<file path="src/hw/rtl/lwd_ram.sv">
`timescale 1ns / 1ps
// Generic single-clock RAM with one write port and one registered read port.
// Depends on nothing.
module lwd_ram #(
  parameter int unsigned WIDTH = 8,
  parameter int unsigned DEPTH = 16
) (
  input  logic                     clk,
  input  logic                     we,
  input  logic [$clog2(DEPTH)-1:0] waddr,
  input  logic [WIDTH-1:0]         wdata,
  input  logic [$clog2(DEPTH)-1:0] raddr,
  output logic [WIDTH-1:0]         rdata
);

  logic [WIDTH-1:0] mem [DEPTH];
  logic [WIDTH-1:0] rdata_r;

  always_ff @(posedge clk) begin
    if (we) begin
      mem[waddr] <= wdata;
    end
    rdata_r <= mem[raddr];
  end

  assign rdata = rdata_r;

endmodule

</file>
<file path="config.mk">
export PLATFORM = sky130hd
export DESIGN_NAME = lwd_ram
export DESIGN_NICKNAME = d
export VERILOG_FILES = /design/src/hw/rtl/lwd_ram.sv
export SDC_FILE = /design/constraint.sdc
export NUM_CORES = 1
export LEC_CHECK = 0
export BUFFER_PORTS_ARGS = -buffer_cell sky130_fd_sc_hd__buf_2
export CAP_MARGIN = 20
export CORE_MARGIN = 2
export CORE_UTILIZATION = 40
export CTS_CLUSTER_SIZE = 30
export DETAILED_ROUTE_END_ITERATION = 10
export GPL_ROUTABILITY_DRIVEN = 0
export PLACE_DENSITY = 0.67
export SYNTH_ARGS = -nofsm -noshare
export SYNTH_HDL_FRONTEND = slang
export SYNTH_SLANG_ARGS = --single-unit
</file>
<file path="constraint.sdc">
create_clock -name clk -period 4.4 [get_ports clk]
set_input_delay 0.88 -clock clk [delete_from_list [all_inputs] [get_ports clk]]
set_output_delay 0.88 -clock clk [all_outputs]
set_load 0.03 [all_outputs]
</file>
# [Word-level counts from Yosys, hierarchy flattened]
# Memories as Yosys holds them, arrays and structs flattened. A register that Yosys moved wholly into a read port is not among the register bits.
# Index checks and enable logic that the tools add are counted.
# W data, S select, Z words.
[totals] regBits=0 ramBits=128 inputBits=18 output_inout_bits=8 word_cells=3 mem_count=1
[memory_table] name="mem" depth=16 width=8 read_ports=1 rd_clocked_by_memory_dff=1 wr=1 line="16" source="logic [WIDTH-1:0] mem [DEPTH];"
[classes] n_mux=2
[ops] operator="$mux W1" count=2

# [Longest topological paths before layout]
# Gate-level depths: netlist of the first run.
[logic_depth] depth_word=2 depth_mapped=5 mapped_depth_nobuf=3

# [Worst setup path before layout of the first run]
# OpenSTA, ideal clock, no wires.
[synth_timing] path_type="input to register" startpoint="input waddr[2]" endpoint="memory mem[0][0] (enable)" setup_time_ns=0.383 arrival_ns=1.990 required_time_ns=4.017 path_slack_ns=2.027 cell_stages=2 n_path_buf=0 path_cell_list="or3b_2 -> nor3_1"
[synth_lines] item="start, declared" line="10" source="input logic [$clog2(DEPTH)-1:0] waddr,"
[synth_lines] item="end, declared" line="16"
# No word-level cell before the write port.

# [Final worst setup path of the first run]
[layout_timing] startpoint="input waddr[2]" endpoint="memory mem[3][7] (enable)"
# No word-level cell before the write port.

==> results of run 1 <==
==> cell usage after synthesis <==
library cell	n
sky130_fd_sc_hd__edfxtp_1	128
sky130_fd_sc_hd__mux4_2	18
sky130_fd_sc_hd__a22oi_1	16
sky130_fd_sc_hd__mux4_1	14
sky130_fd_sc_hd__nor2_1	13
sky130_fd_sc_hd__nand2_1	9
sky130_fd_sc_hd__dfxtp_1	8
sky130_fd_sc_hd__nor3_1	4
sky130_fd_sc_hd__buf_2	3
sky130_fd_sc_hd__buf_6	3
sky130_fd_sc_hd__clkdlybuf4s25_2	3
sky130_fd_sc_hd__nand2b_1	2
sky130_fd_sc_hd__nand3b_1	2
sky130_fd_sc_hd__and2_1	1
sky130_fd_sc_hd__and2b_1	1
sky130_fd_sc_hd__buf_4	1
sky130_fd_sc_hd__nand3_1	1
sky130_fd_sc_hd__nor2b_1	1
sky130_fd_sc_hd__or3b_2	1
==> area by class of cell <==
cell class | count | area, um^2 | share of cell area [%]
Sequential cell | 136 | 4000 | 65.1
Multi-Input combinational cell | 83 | 1060 | 17.3
Clock buffer | 19 | 453 | 7.37
Clock inverter | 13 | 248 | 4.03
Tap cell | 172 | 215 | 3.50
Timing Repair Buffer | 29 | 168 | 2.73
==> worst min-delay path, stage by stage, from the launching register on <==
cell,delay [ns]
sky130_fd_sc_hd__edfxtp_1,0.31
sky130_fd_sc_hd__mux4_1,0.21
sky130_fd_sc_hd__a22oi_1,0.08
sky130_fd_sc_hd__nand2_1,0.05
==> how the worst min path moves through the flow <==
stage	endpoint	startpoint	slack [ns]
after floorplan	rdata[0]	mem[7][0]	0.63
after global placement	rdata[2]	mem[7][2]	0.65
after detailed placement	rdata[2]	mem[5][2]	0.66
after CTS	rdata[2]	mem[5][2]	0.67
after global routing	rdata[5]	mem[15][5]	0.70
final	rdata[5]	mem[8][5]	0.66
==> routing by layer <==
layer | vias to the layer above | wire length, um | GRT usage [%]
li1 | 1048 | - | -
met1 | 1256 | 4480 | 21.3
met2 | 75 | 4890 | 23.6
met3 | 2 | 602 | 4.23
met4 | 0 | 32 | 5.65
met5 | - | 0 | 0
==> cell families after synthesis <==
kind of cell	count (synthesis)
AOI/OAI and AO/OA	16
muxes	32
buffers and inverters	10
and+or+nand+nor	35
DFF	136
==> metrics by stage <==
step	hold slack (ns)	power, mW	cell area (um^2)	setup WS, ns
after floorplan	0.629	1.57	5150	2.03
after global placement	0.646	1.63	5420	1.46
after detailed placement	0.656	1.63	5430	1.44
after CTS	0.671	3.28	6130	1.81
after global routing	0.701	3.35	6150	2.18
final	0.664	3.26	6150	2.20
==> cells in the final DEF (no fill, tap or decap) <==
master,synthesis,routed
sky130_fd_sc_hd__nor3_1,4,3
sky130_fd_sc_hd__nand2_1,9,9
sky130_fd_sc_hd__edfxtp_1,128,128
sky130_fd_sc_hd__nand3b_1,2,2
sky130_fd_sc_hd__buf_4,1,3
sky130_fd_sc_hd__nor2_1,13,13
sky130_fd_sc_hd__dfxtp_1,8,8
sky130_fd_sc_hd__clkinvlp_4,0,3
sky130_fd_sc_hd__buf_12,0,1
sky130_fd_sc_hd__mux4_2,18,18
sky130_fd_sc_hd__nand2b_1,2,2
sky130_fd_sc_hd__and2b_1,1,1
sky130_fd_sc_hd__buf_2,3,25
sky130_fd_sc_hd__and2_1,1,1
sky130_fd_sc_hd__a22oi_1,16,16
sky130_fd_sc_hd__clkbuf_8,0,2
sky130_fd_sc_hd__clkinv_2,0,3
sky130_fd_sc_hd__nor2b_1,1,1
sky130_fd_sc_hd__clkbuf_16,0,17
sky130_fd_sc_hd__mux4_1,14,14
sky130_fd_sc_hd__nand3_1,1,1
sky130_fd_sc_hd__bufinv_16,0,7
sky130_fd_sc_hd__nor3_2,0,1
sky130_fd_sc_hd__or3b_2,1,1
==> flip-flops by register name, summed over array words and instances, names as in the netlist <==
name   cells
mem      128
rdata      8
==> power by group through the flow <==
stage | logic [mW] | registers, mW | clock network, mW
finish | 0.146 | 1.46 | 1.66
global route | 0.157 | 1.46 | 1.73
CTS | 0.146 | 1.46 | 1.68
detailed placement | 0.145 | 1.49 | 0
global placement | 0.141 | 1.48 | 0
floorplan | 0.0735 | 1.50 | 0
==> metrics.sh, run 1 <==
CRIT_PATH_TOP_DELAY_CELL='sky130_fd_sc_hd__nor2_1'
WORST_SETUP_PATH_START_KIND='primary input'
GRT_PASS1_VIAS=2375
SYNTH.AVG_CELL_AREA_UM2=22.5
MAX_SLEW_VIOLATION_TOTAL_FROM_THE_FINAL_REPORT=0
R2R-END='rdata[4]'
CP.ARRIVAL_NS=2.23
FILLCELLCOUNT=1013
CTSHOLDBUFFERS=0
CTS_BUF_COUNT=17
WORST_R2R_STARTPOINT='mem[8][4]'
POWER.LEAKAGE_nW=2.06
ROOT_BUFFER='sky130_fd_sc_hd__clkbuf_16'
CLKPWRFRAC_PCT=50.8
DRT_PASS1_ITERATIONS=4
GRT_UTIL_ALL_LAYERS_PCT=15.4
YS_SEQ_ELEMENTS=136
MAX-CLOCK-PATH-BUFFERS=2
DESIGN.PORTCOUNT=26
TIMING.CRITICAL_PATH.MAX_DELAY_FAMILY='simple AND/OR/NAND/NOR gates'
CORE_MM2=0.0126
DETAILEDROUTE.FIRSTITERATIONVIOLATIONS=205
FF2FF_PATH_DEPTH=3
SETUP_VIOLATIONS=0
VIA_PER_INST=5.27
TOTAL_SWITCHING_POWER_mW=0.611
SYN_AREA_MM2=0.00515
SYNTH.NET_COUNT=247
SYNTH-ADDER-AREA-SHARE_PCT=0
CRIT_PATH_END='mem[3][7]'
FIN_CRIT_SH_PCT=50.1
TOTAL_POWER_PER_UNIT_CELL_AREA_mW_PER_MM2=530
TRITONCTS_NUM_SINKS=136
SWITCHING_SHARE_PCT=18.7
POST-PLACE-CELLS=419
NETLIST-CELL-TYPE-COUNT=19
PWR-SHARE-SEQ_PCT=44.7
POST_SYNTHESIS_XOR_XNOR_AREA_FRACTION_PCT=0
DIE_OUTLINE_WIDTH_UM=117
POST_CTS_SETUP_REPAIR_BUFFER_COUNT=0
CLKLATENCYLATEPIN_NS=0.41
TIMING.SLEW.HEADROOM_PCT=36.9
FP.DIEH_UM=117
WORST_CLOCK_SKEW_NS=0.0110
AREA_CONTRIBUTORS_POST_SYNTH='sky130_fd_sc_hd__edfxtp_1 (75%), sky130_fd_sc_hd__mux4_2 (7.9%), sky130_fd_sc_hd__mux4_1 (7.1%), sky130_fd_sc_hd__dfxtp_1 (3.1%), sky130_fd_sc_hd__a22oi_1 (2.3%)'
PATH_MAX_FANOUT=8
VDD.IR_DROP.WORST_V=0.000298
SYNTH-COMPOUND-AREA-SHARE_PCT=2.33
FMAXACHIEVABLE_MHz=454
SYNTH.AREA.MUX_SHARE_PCT=15.0
RSZ0062_AT_GRT='false'
FIRST_PASS_GRT_WIRE_LENGTH_UM=15000
DIE_AREA_MM2=0.0138
SYNTH_WARNINGS=0
CELL_COUNT_ALONG_THE_CRITICAL_PATH=3
PERIOD_NEEDED_NS=2.20
SYNTH_CELLS=229
CELL_ACCOUNTING_FOR_THE_MOST_SYNTHESIZED_AREA='sky130_fd_sc_hd__edfxtp_1'
TRITONCTS='done'
FINAL-INSTANCE-COUNT-EXCL-FILL=452
INITIAL_CORE_UTIL_PCT=41.0
CORE.ROWCOUNT=41
ROUTE.DETAILED.WL_PER_INST_UM=22.1
FLOW.AREA_GROWTH_FROM_SYNTHESIS_PCT=19.5
FINALCOREUTILIZATION_PCT=48.9
LAYOUT-DRIVE-GT1-SHARE_PCT=28.9
POWER.COMBINATIONAL.FRACTION_PCT=4.5
SETUP.WORST_PATH.CLASS='in2reg'
POST_CTS_RESIZE_COUNT=0
POST_ROUTE_WL_UM=10000
ANTENNA_VIOLATING_NETS_POST_ROUTE=0
DRCVIOLATIONCOUNT=0
SYNTH_LARGEST_TYPE_AREA_FRACTION_PCT=74.7
PIN_COUNT_OF_THE_BIGGEST_NET_ENTERING_GLOBAL_ROUTING=33
FINAL_GLOBAL_ROUTE_OVERFLOW_TOTAL=0
ANTENNA_FOUND_INITIAL=0
CP_NUM_BUF_INV=1
HOLD_CLASS='reg2reg'
POST-DP-HPWL_UM=5990
R2R_SETUP_SLACK_NS=2.95
CP_DATA_REQUIRED_TIME_NS=4.43
WORSTMARGINPINSLEW_NS=0.943
SYNTH_TOP_FAMILY_BY_AREA='multiplexers'
POWER_REPORT.INTERNAL_TOTAL_mW=2.65
SYNTH-SIMPLE-AREA-SHARE_PCT=3.18
OUTCOME='finished, final reports clean'
ANT_DIODES=0
VIAS=2381
PLACE.PORT_BUFFERS=25
WORSTPATHCELLLIST='buf_2 > or3b_2 > nor2_1'
CRITICAL_PATH.STARTPOINT='waddr[2]'
CLKSLEWWORSTSETUPHOLDPATHS_NS=0.06
CLOCK_TREE.HTREE_LEVEL_COUNT=4
DRV.MAX_CAP_VIOLATION_COUNT=0
DESIGN.FINAL.NETS=285
YOSYSSEQAREASHARE_PCT=77.8
ENDPOINT_KIND='register'
MIN_PATH_CELLS=3
SETUP_TOTAL_NEGATIVE_SLACK_NS=0
WORST_PATH_LARGEST_CELL_DELAY_NS=0.72
FINAL_HOLD_VIOL_COUNT=0
Power figures use the tool's default switching activity.
==> run 2: changes to the inputs <==
- clock period: 4.4 -> 2.05 ns (I/O delays scaled with it)
==> run 2 against run 1 <==
Compared with the run above:
- register-to-register slack lost 2.3 ns
- core utilization rose by 0.36 points
- clock power up 77%
- worst hold slack worse by 0.28 ns
- first-iteration DRC count increased by 41%
==> metrics.sh, run 2 (synthesis gave the netlist of run 1 again) <==
MAX_SLEW_VIOLATION_TOTAL_FROM_THE_FINAL_REPORT=0
MOST_FLOP_HEAVY_REGISTER='mem'
CLKSLEWWORSTSETUPHOLDPATHS_NS=0.05
DIE_AREA_MM2=0.0138
ROOT_BUFFER='sky130_fd_sc_hd__clkbuf_16'
SETUP_WS_NS=0.586
FINAL-SEQ-AREA_MM2=0.00400
DIE_OUTLINE_WIDTH_UM=117
FINAL-INSTANCE-COUNT-EXCL-FILL=470
GRT_UTIL_ALL_LAYERS_PCT=15.2
VDD.IR_DROP.WORST_V=0.000583
FMAXACHIEVABLE_MHz=683
PRE_CTS_SLACK_NS=0.165
FIRST_PASS_GRT_WIRE_LENGTH_UM=14900
POST_ROUTE_WL_UM=9660
PATH_MAX_FANOUT=8
TRITONCTS='done'
FIN_CRIT_SH_PCT=71.4
WORSTPATHCELLLIST='buf_2 > buf_4 > mux4_1 > a22oi_1 > nand2_1'
SETUP_VIOLATIONS=0
LAYOUT.CELLS.MOST_COMMON='sky130_fd_sc_hd__edfxtp_1'
ENDPOINT_KIND='register'
CORE.ROWCOUNT=41
CRIT_PATH_TOP_DELAY_CELL='sky130_fd_sc_hd__mux4_1'
VIAS=2465
FLOW.AREA_GROWTH_FROM_SYNTHESIS_PCT=20.3
GRT_PASS1_VIAS=2486
PLACED_INSTANCE_AREA_MM2=0.00561
SETUP.WORST_PATH.CLASS='in2reg'
FP.DIEH_UM=117
WORST_CLOCK_SKEW_NS=0.00784
FINAL_GLOBAL_ROUTE_OVERFLOW_TOTAL=0
RSZ0062_AT_GRT='false'
WORST_HOLD_SLACK_NS=0.381
CP.ARRIVAL_NS=1.75
ANTENNA_FOUND_INITIAL=0
LARGEST_REGISTER_FF_COUNT=128
POST_CTS_SETUP_REPAIR_BUFFER_COUNT=0
PIN_COUNT_OF_THE_BIGGEST_NET_ENTERING_GLOBAL_ROUTING=33
FINAL_DESIGN_AREA_NO_FILL_MM2=0.00619
DETAILEDROUTE.FIRSTITERATIONVIOLATIONS=289
TRITONCTS_NUM_SINKS=136
DESIGN.PORTCOUNT=26
CP_DATA_REQUIRED_TIME_NS=2.34
POST-DP-HPWL_UM=6220
MOSTFREQUENTLAYOUTCELLS='sky130_fd_sc_hd__edfxtp_1 (128), sky130_fd_sc_hd__buf_2 (25), sky130_fd_sc_hd__buf_4 (20), sky130_fd_sc_hd__mux4_2 (18), sky130_fd_sc_hd__clkbuf_16 (17)'
DRV.MAX_CAP_VIOLATION_COUNT=0
MULTI_INPUT_AREA_MM2=0.00106
CTSHOLDBUFFERS=0
TOTAL_POWER_PER_UNIT_CELL_AREA_mW_PER_MM2=1030
FILLCELLCOUNT=1006
DRT_PASS1_ITERATIONS=4
POST_CTS_RESIZE_COUNT=0
HOLD_CLASS='in2reg'
PERIOD_NEEDED_NS=1.46
CLOCK_TREE.HTREE_LEVEL_COUNT=4
DRCVIOLATIONCOUNT=0
FINALCOREUTILIZATION_PCT=49.3
VIA_PER_INST=5.24
WORST_SETUP_PATH_START_KIND='primary input'
CLKLATENCYLATEPIN_NS=0.41
POWER.LEAKAGE_nW=2.12
ANT_DIODES=0
POST-PLACE-CELLS=439
CTS_BUF_COUNT=17
POST_LAYOUT_POWER_mW=6.40
INITIAL_CORE_UTIL_PCT=41.0
TIMING.SLEW.HEADROOM_PCT=72.6
ANTENNA_VIOLATING_NETS_POST_ROUTE=0
DESIGN.FINAL.NETS=304
SETUP_TOTAL_NEGATIVE_SLACK_NS=0
WORSTMARGINPINSLEW_NS=0.411
WORST_PATH_LARGEST_CELL_DELAY_NS=0.62
OUTCOME='finished, final reports clean'
ROUTE.DETAILED.WL_PER_INST_UM=20.6
MAX-CLOCK-PATH-BUFFERS=2
CORE_MM2=0.0126
LAYOUT-DRIVE-GT1-SHARE_PCT=31.2
FINAL_HOLD_VIOL_COUNT=0
PLACE.PORT_BUFFERS=25
## run 2: cell types whose count changed in the layout (fill, tap and decap cells not counted), sizes merged
cell	change
clkinv	-1
buf	+19
bufinv	-5
clkbuf	+8
clkinvlp	-3
## run 2: final timing paths
kind / start / to / slack [ns] / cells past startpoint
max: raddr[0] / rdata[3] / 0.59 / 5
min: wdata[7] / mem[7][7] / 0.38 / 1
max reg2reg: mem[5][3] / rdata[3] / 0.69 / 3
min reg2reg: mem[14][3] / rdata[3] / 0.68 / 3
## run 2: layout make-up
cell class                 instances  area share (%)
clock inverter                     4            1.13
tap                              172            3.47
multi-input combinational         83            17.1
sequential                       136            64.6
timing repair buffer              48            5.41
clock buffer                      27            8.28
## run 2: power breakdown
group	internal [mW]	total, mW	switching (mW)
clock network	1.94	2.94	0.995
logic	0.132	0.331	0.198
registers	3.11	3.13	0.0180
## run 2: metal layers
metal	up-vias	GRT usage, %	wire length, um
li1	1089	-	-
met4	0	4.74	65
met5	-	0	0
met1	1292	20.4	4460
met3	7	5.59	503
met2	77	23.1	4630
## run 2: critical path: cells and delay by family
kind,cells,cell delay [ns]
AND/OR/NAND/NOR,1,0.09
buffers and inverters,2,0.38
AO/OA/AOI/OAI,1,0.24
multiplexers,1,0.62
==> run 3: changes to the inputs <==
- PLACE_DENSITY: 0.67 -> 0.69
- clock period: 2.05 -> 1.2 ns (I/O delays scaled with it)
==> run 3 against run 2 <==
Compared with the run above:
- the run now ends with negative setup slack left
- flip-flop and latch count is the same
- die area did not move
- critical endpoint is now rdata[0]
- combinational power grew 98%
- largest power group unchanged
- non-clock buffer count up 6
- register-to-register slack worse by 0.76 ns
- worst hold slack lost 0.17 ns
- clock-buffer cell count shrank 5
- clock power increased by 66%
- setup slack lost 0.65 ns
- clock skew is 0.00070 ns lower
- routed wire length increased by 6.3%
- critical path depth down 2
==> metrics.sh, run 3 (synthesis gave the netlist of run 1 again) <==
FIRST_PASS_GRT_WIRE_LENGTH_UM=15900
DRCVIOLATIONCOUNT=0
DRT_PASS1_ITERATIONS=4
MOST_FLOP_HEAVY_REGISTER='mem'
FINALCOREUTILIZATION_PCT=51.0
CORE_MM2=0.0126
GRT_UTIL_MET2_PCT=26.9
LAYOUT-DRIVE-GT1-SHARE_PCT=44.9
WORST_PATH_LARGEST_CELL_DELAY_NS=0.50
VIAS=2453
HOLD_PATH_STARTPOINT='wdata[1]'
ANTENNA_FOUND_INITIAL=0
POST_LAYOUT_POWER_mW=10.9
DIE_OUTLINE_WIDTH_UM=117
WORST_CLOCK_SKEW_NS=0.00714
CLKLATENCYLATEPIN_NS=0.41
ANTENNA_VIOLATING_NETS_POST_ROUTE=0
FMAXACHIEVABLE_MHz=790
POST_ROUTE_WL_UM=10300
CP_NUM_BUF_INV=0
GLOBALROUTEMET1UTIL_PCT=20.1
ROOT_BUFFER='sky130_fd_sc_hd__clkbuf_16'
TOTAL_POWER_PER_UNIT_CELL_AREA_mW_PER_MM2=1700
GRT_PASS1_VIAS=2663
MAX_SLEW_VIOLATION_TOTAL_FROM_THE_FINAL_REPORT=0
DIE_AREA_MM2=0.0138
SETUP_WS_NS=-0.0656
LAYOUT.CELLS.MOST_COMMON='sky130_fd_sc_hd__edfxtp_1'
R2R-END='rdata[0]'
BUSIEST_LAYER='met2'
POST-DP-HPWL_UM=6660
RSZ0062_AT_GRT='true'
LARGEST_REGISTER_FF_COUNT=128
CLKSLEWWORSTSETUPHOLDPATHS_NS=0.06
INITIAL_CORE_UTIL_PCT=41.0
ENDPOINT_KIND='register'
WORST_SETUP_PATH_START_KIND='register'
GRT_UTIL_ALL_LAYERS_PCT=16.2
DESIGN.PORTCOUNT=26
TRITONCTS_NUM_SINKS=136
POWER.LEAKAGE_nW=2.12
MOSTFREQUENTLAYOUTCELLS='sky130_fd_sc_hd__edfxtp_1 (128), sky130_fd_sc_hd__mux4_2 (32), sky130_fd_sc_hd__buf_4 (21), sky130_fd_sc_hd__buf_2 (20), sky130_fd_sc_hd__clkbuf_16 (17)'
VIA_PER_INST=5.14
CRIT_PATH_TOP_DELAY_CELL='sky130_fd_sc_hd__mux4_2'
SETUP.WORST_PATH.CLASS='reg2reg'
R2R_SETUP_SLACK_NS=-0.07
TRITONCTS='done'
FAILED_CHECKS='negative setup slack'
FINAL_HOLD_VIOL_COUNT=0
ANT_DIODES=0
PRE_CTS_SLACK_NS=-0.464
FF2FF_PATH_DEPTH=3
CTS_BUF_COUNT=17
MIN_PATH_CELLS=1
MAX-CLOCK-PATH-BUFFERS=2
FINAL_GLOBAL_ROUTE_OVERFLOW_TOTAL=0
FP.DIEH_UM=117
SETUP_TOTAL_NEGATIVE_SLACK_NS=-0.382
TIMING.CRITICAL_PATH.MAX_DELAY_FAMILY='multiplexers'
WORSTMARGINPINSLEW_NS=0.993
DRV.MAX_CAP_VIOLATION_COUNT=0
FIN_CRIT_SH_PCT=105
GR-USAGE-MET3_PCT=5.16
DETAILEDROUTE.FIRSTITERATIONVIOLATIONS=281
PIN_COUNT_OF_THE_BIGGEST_NET_ENTERING_GLOBAL_ROUTING=24
FILLCELLCOUNT=993
SETUP_VIOLATIONS=8
PERIOD_NEEDED_NS=1.27
WORSTPATHCELLLIST='mux4_2 > a22oi_2 > nand2_1'
CP_DATA_REQUIRED_TIME_NS=1.48
FLOW.AREA_GROWTH_FROM_SYNTHESIS_PCT=24.6
CP.ARRIVAL_NS=1.54
OUTCOME='finished with violations'
DESIGN.FINAL.NETS=310
CLOCK_TREE.HTREE_LEVEL_COUNT=4
TIMING.SLEW.HEADROOM_PCT=33.5
WORST_R2R_STARTPOINT='mem[11][0]'
ROUTE.DETAILED.WL_PER_INST_UM=21.5
HOLD_CLASS='in2reg'
CORE.ROWCOUNT=41
PLACE.PORT_BUFFERS=25
PATH_MAX_FANOUT=1
VDD.IR_DROP.WORST_V=0.00106
WORST_HOLD_PATH.ENDPOINT='mem[2][1]'
run 3: cell count changes in the layout (fill, tap and decap cells not counted), moves of 4 or more:
| cell | previous run | this run |
|---|---|---|
| sky130_fd_sc_hd__nor2_2 | 0 | 5 |
| sky130_fd_sc_hd__a22oi_2 | 0 | 10 |
| sky130_fd_sc_hd__buf_12 | 3 | 12 |
| sky130_fd_sc_hd__mux4_2 | 18 | 32 |
| sky130_fd_sc_hd__mux4_1 | 14 | 0 |
| sky130_fd_sc_hd__nor3_1 | 4 | 0 |
| sky130_fd_sc_hd__buf_2 | 25 | 20 |
| sky130_fd_sc_hd__a22oi_1 | 16 | 6 |
| sky130_fd_sc_hd__nor2_1 | 13 | 5 |
run 3: power breakdown:
part           internal (mW)  leakage (nW)  switching (mW)
Clock                   3.14         0.277            1.76
Sequential              5.31          1.22          0.0362
Combinational          0.283         0.621           0.371
Total                   8.73          2.12            2.16
run 3: final cells by class:
| class | instances | area, um^2 | area share [%] |
|---|---|---|---|
| tap | 172 | 215 | 3.36 |
| multi-input combinational | 83 | 1120 | 17.4 |
| sequential | 136 | 4000 | 62.5 |
| clock buffer | 22 | 464 | 7.24 |
| timing repair buffer | 54 | 505 | 7.88 |
| clock inverter | 10 | 104 | 1.62 |
run 3: worst max path at each step:
stage	from	end	slack, ns	cells after the start
final	mem[11][0]	rdata[0]	-0.07	3
after detailed placement	raddr[0]	rdata[3]	-0.46	5
after CTS	mem[11][3]	rdata[3]	-0.07	3
after global placement	raddr[0]	rdata[2]	-0.42	5
after global routing	mem[3][7]	rdata[7]	-0.11	3
after floorplan	waddr[2]	mem[0][0]	-0.17	2
run 3: routing by layer:
| metal | vias to the layer above | wire length [um] |
|---|---|---|
| met5 | - | 0 |
| met3 | 7 | 455 |
| li1 | 1086 | - |
| met4 | 0 | 109 |
| met1 | 1296 | 4490 |
| met2 | 64 | 5220 |
run 3: timing repair:
action,in CTS,in global routing
buffers inserted,0,0
setup endpoints to repair,12,10
pin swaps,5,1
hold buffers,0,0
gates resized for setup,13,3
run 3: metrics by stage:
| step | std cells | hold slack (ns) | instance area [um^2] |
|---|---|---|---|
| floorplan | 229 | 0.339 | 5200 |
| global placement | 445 | 0.619 | 5780 |
| detailed placement | 445 | 0.636 | 5780 |
| CTS | 477 | 0.202 | 6400 |
| global route | 477 | 0.216 | 6410 |
| finish | 477 | 0.214 | 6410 |
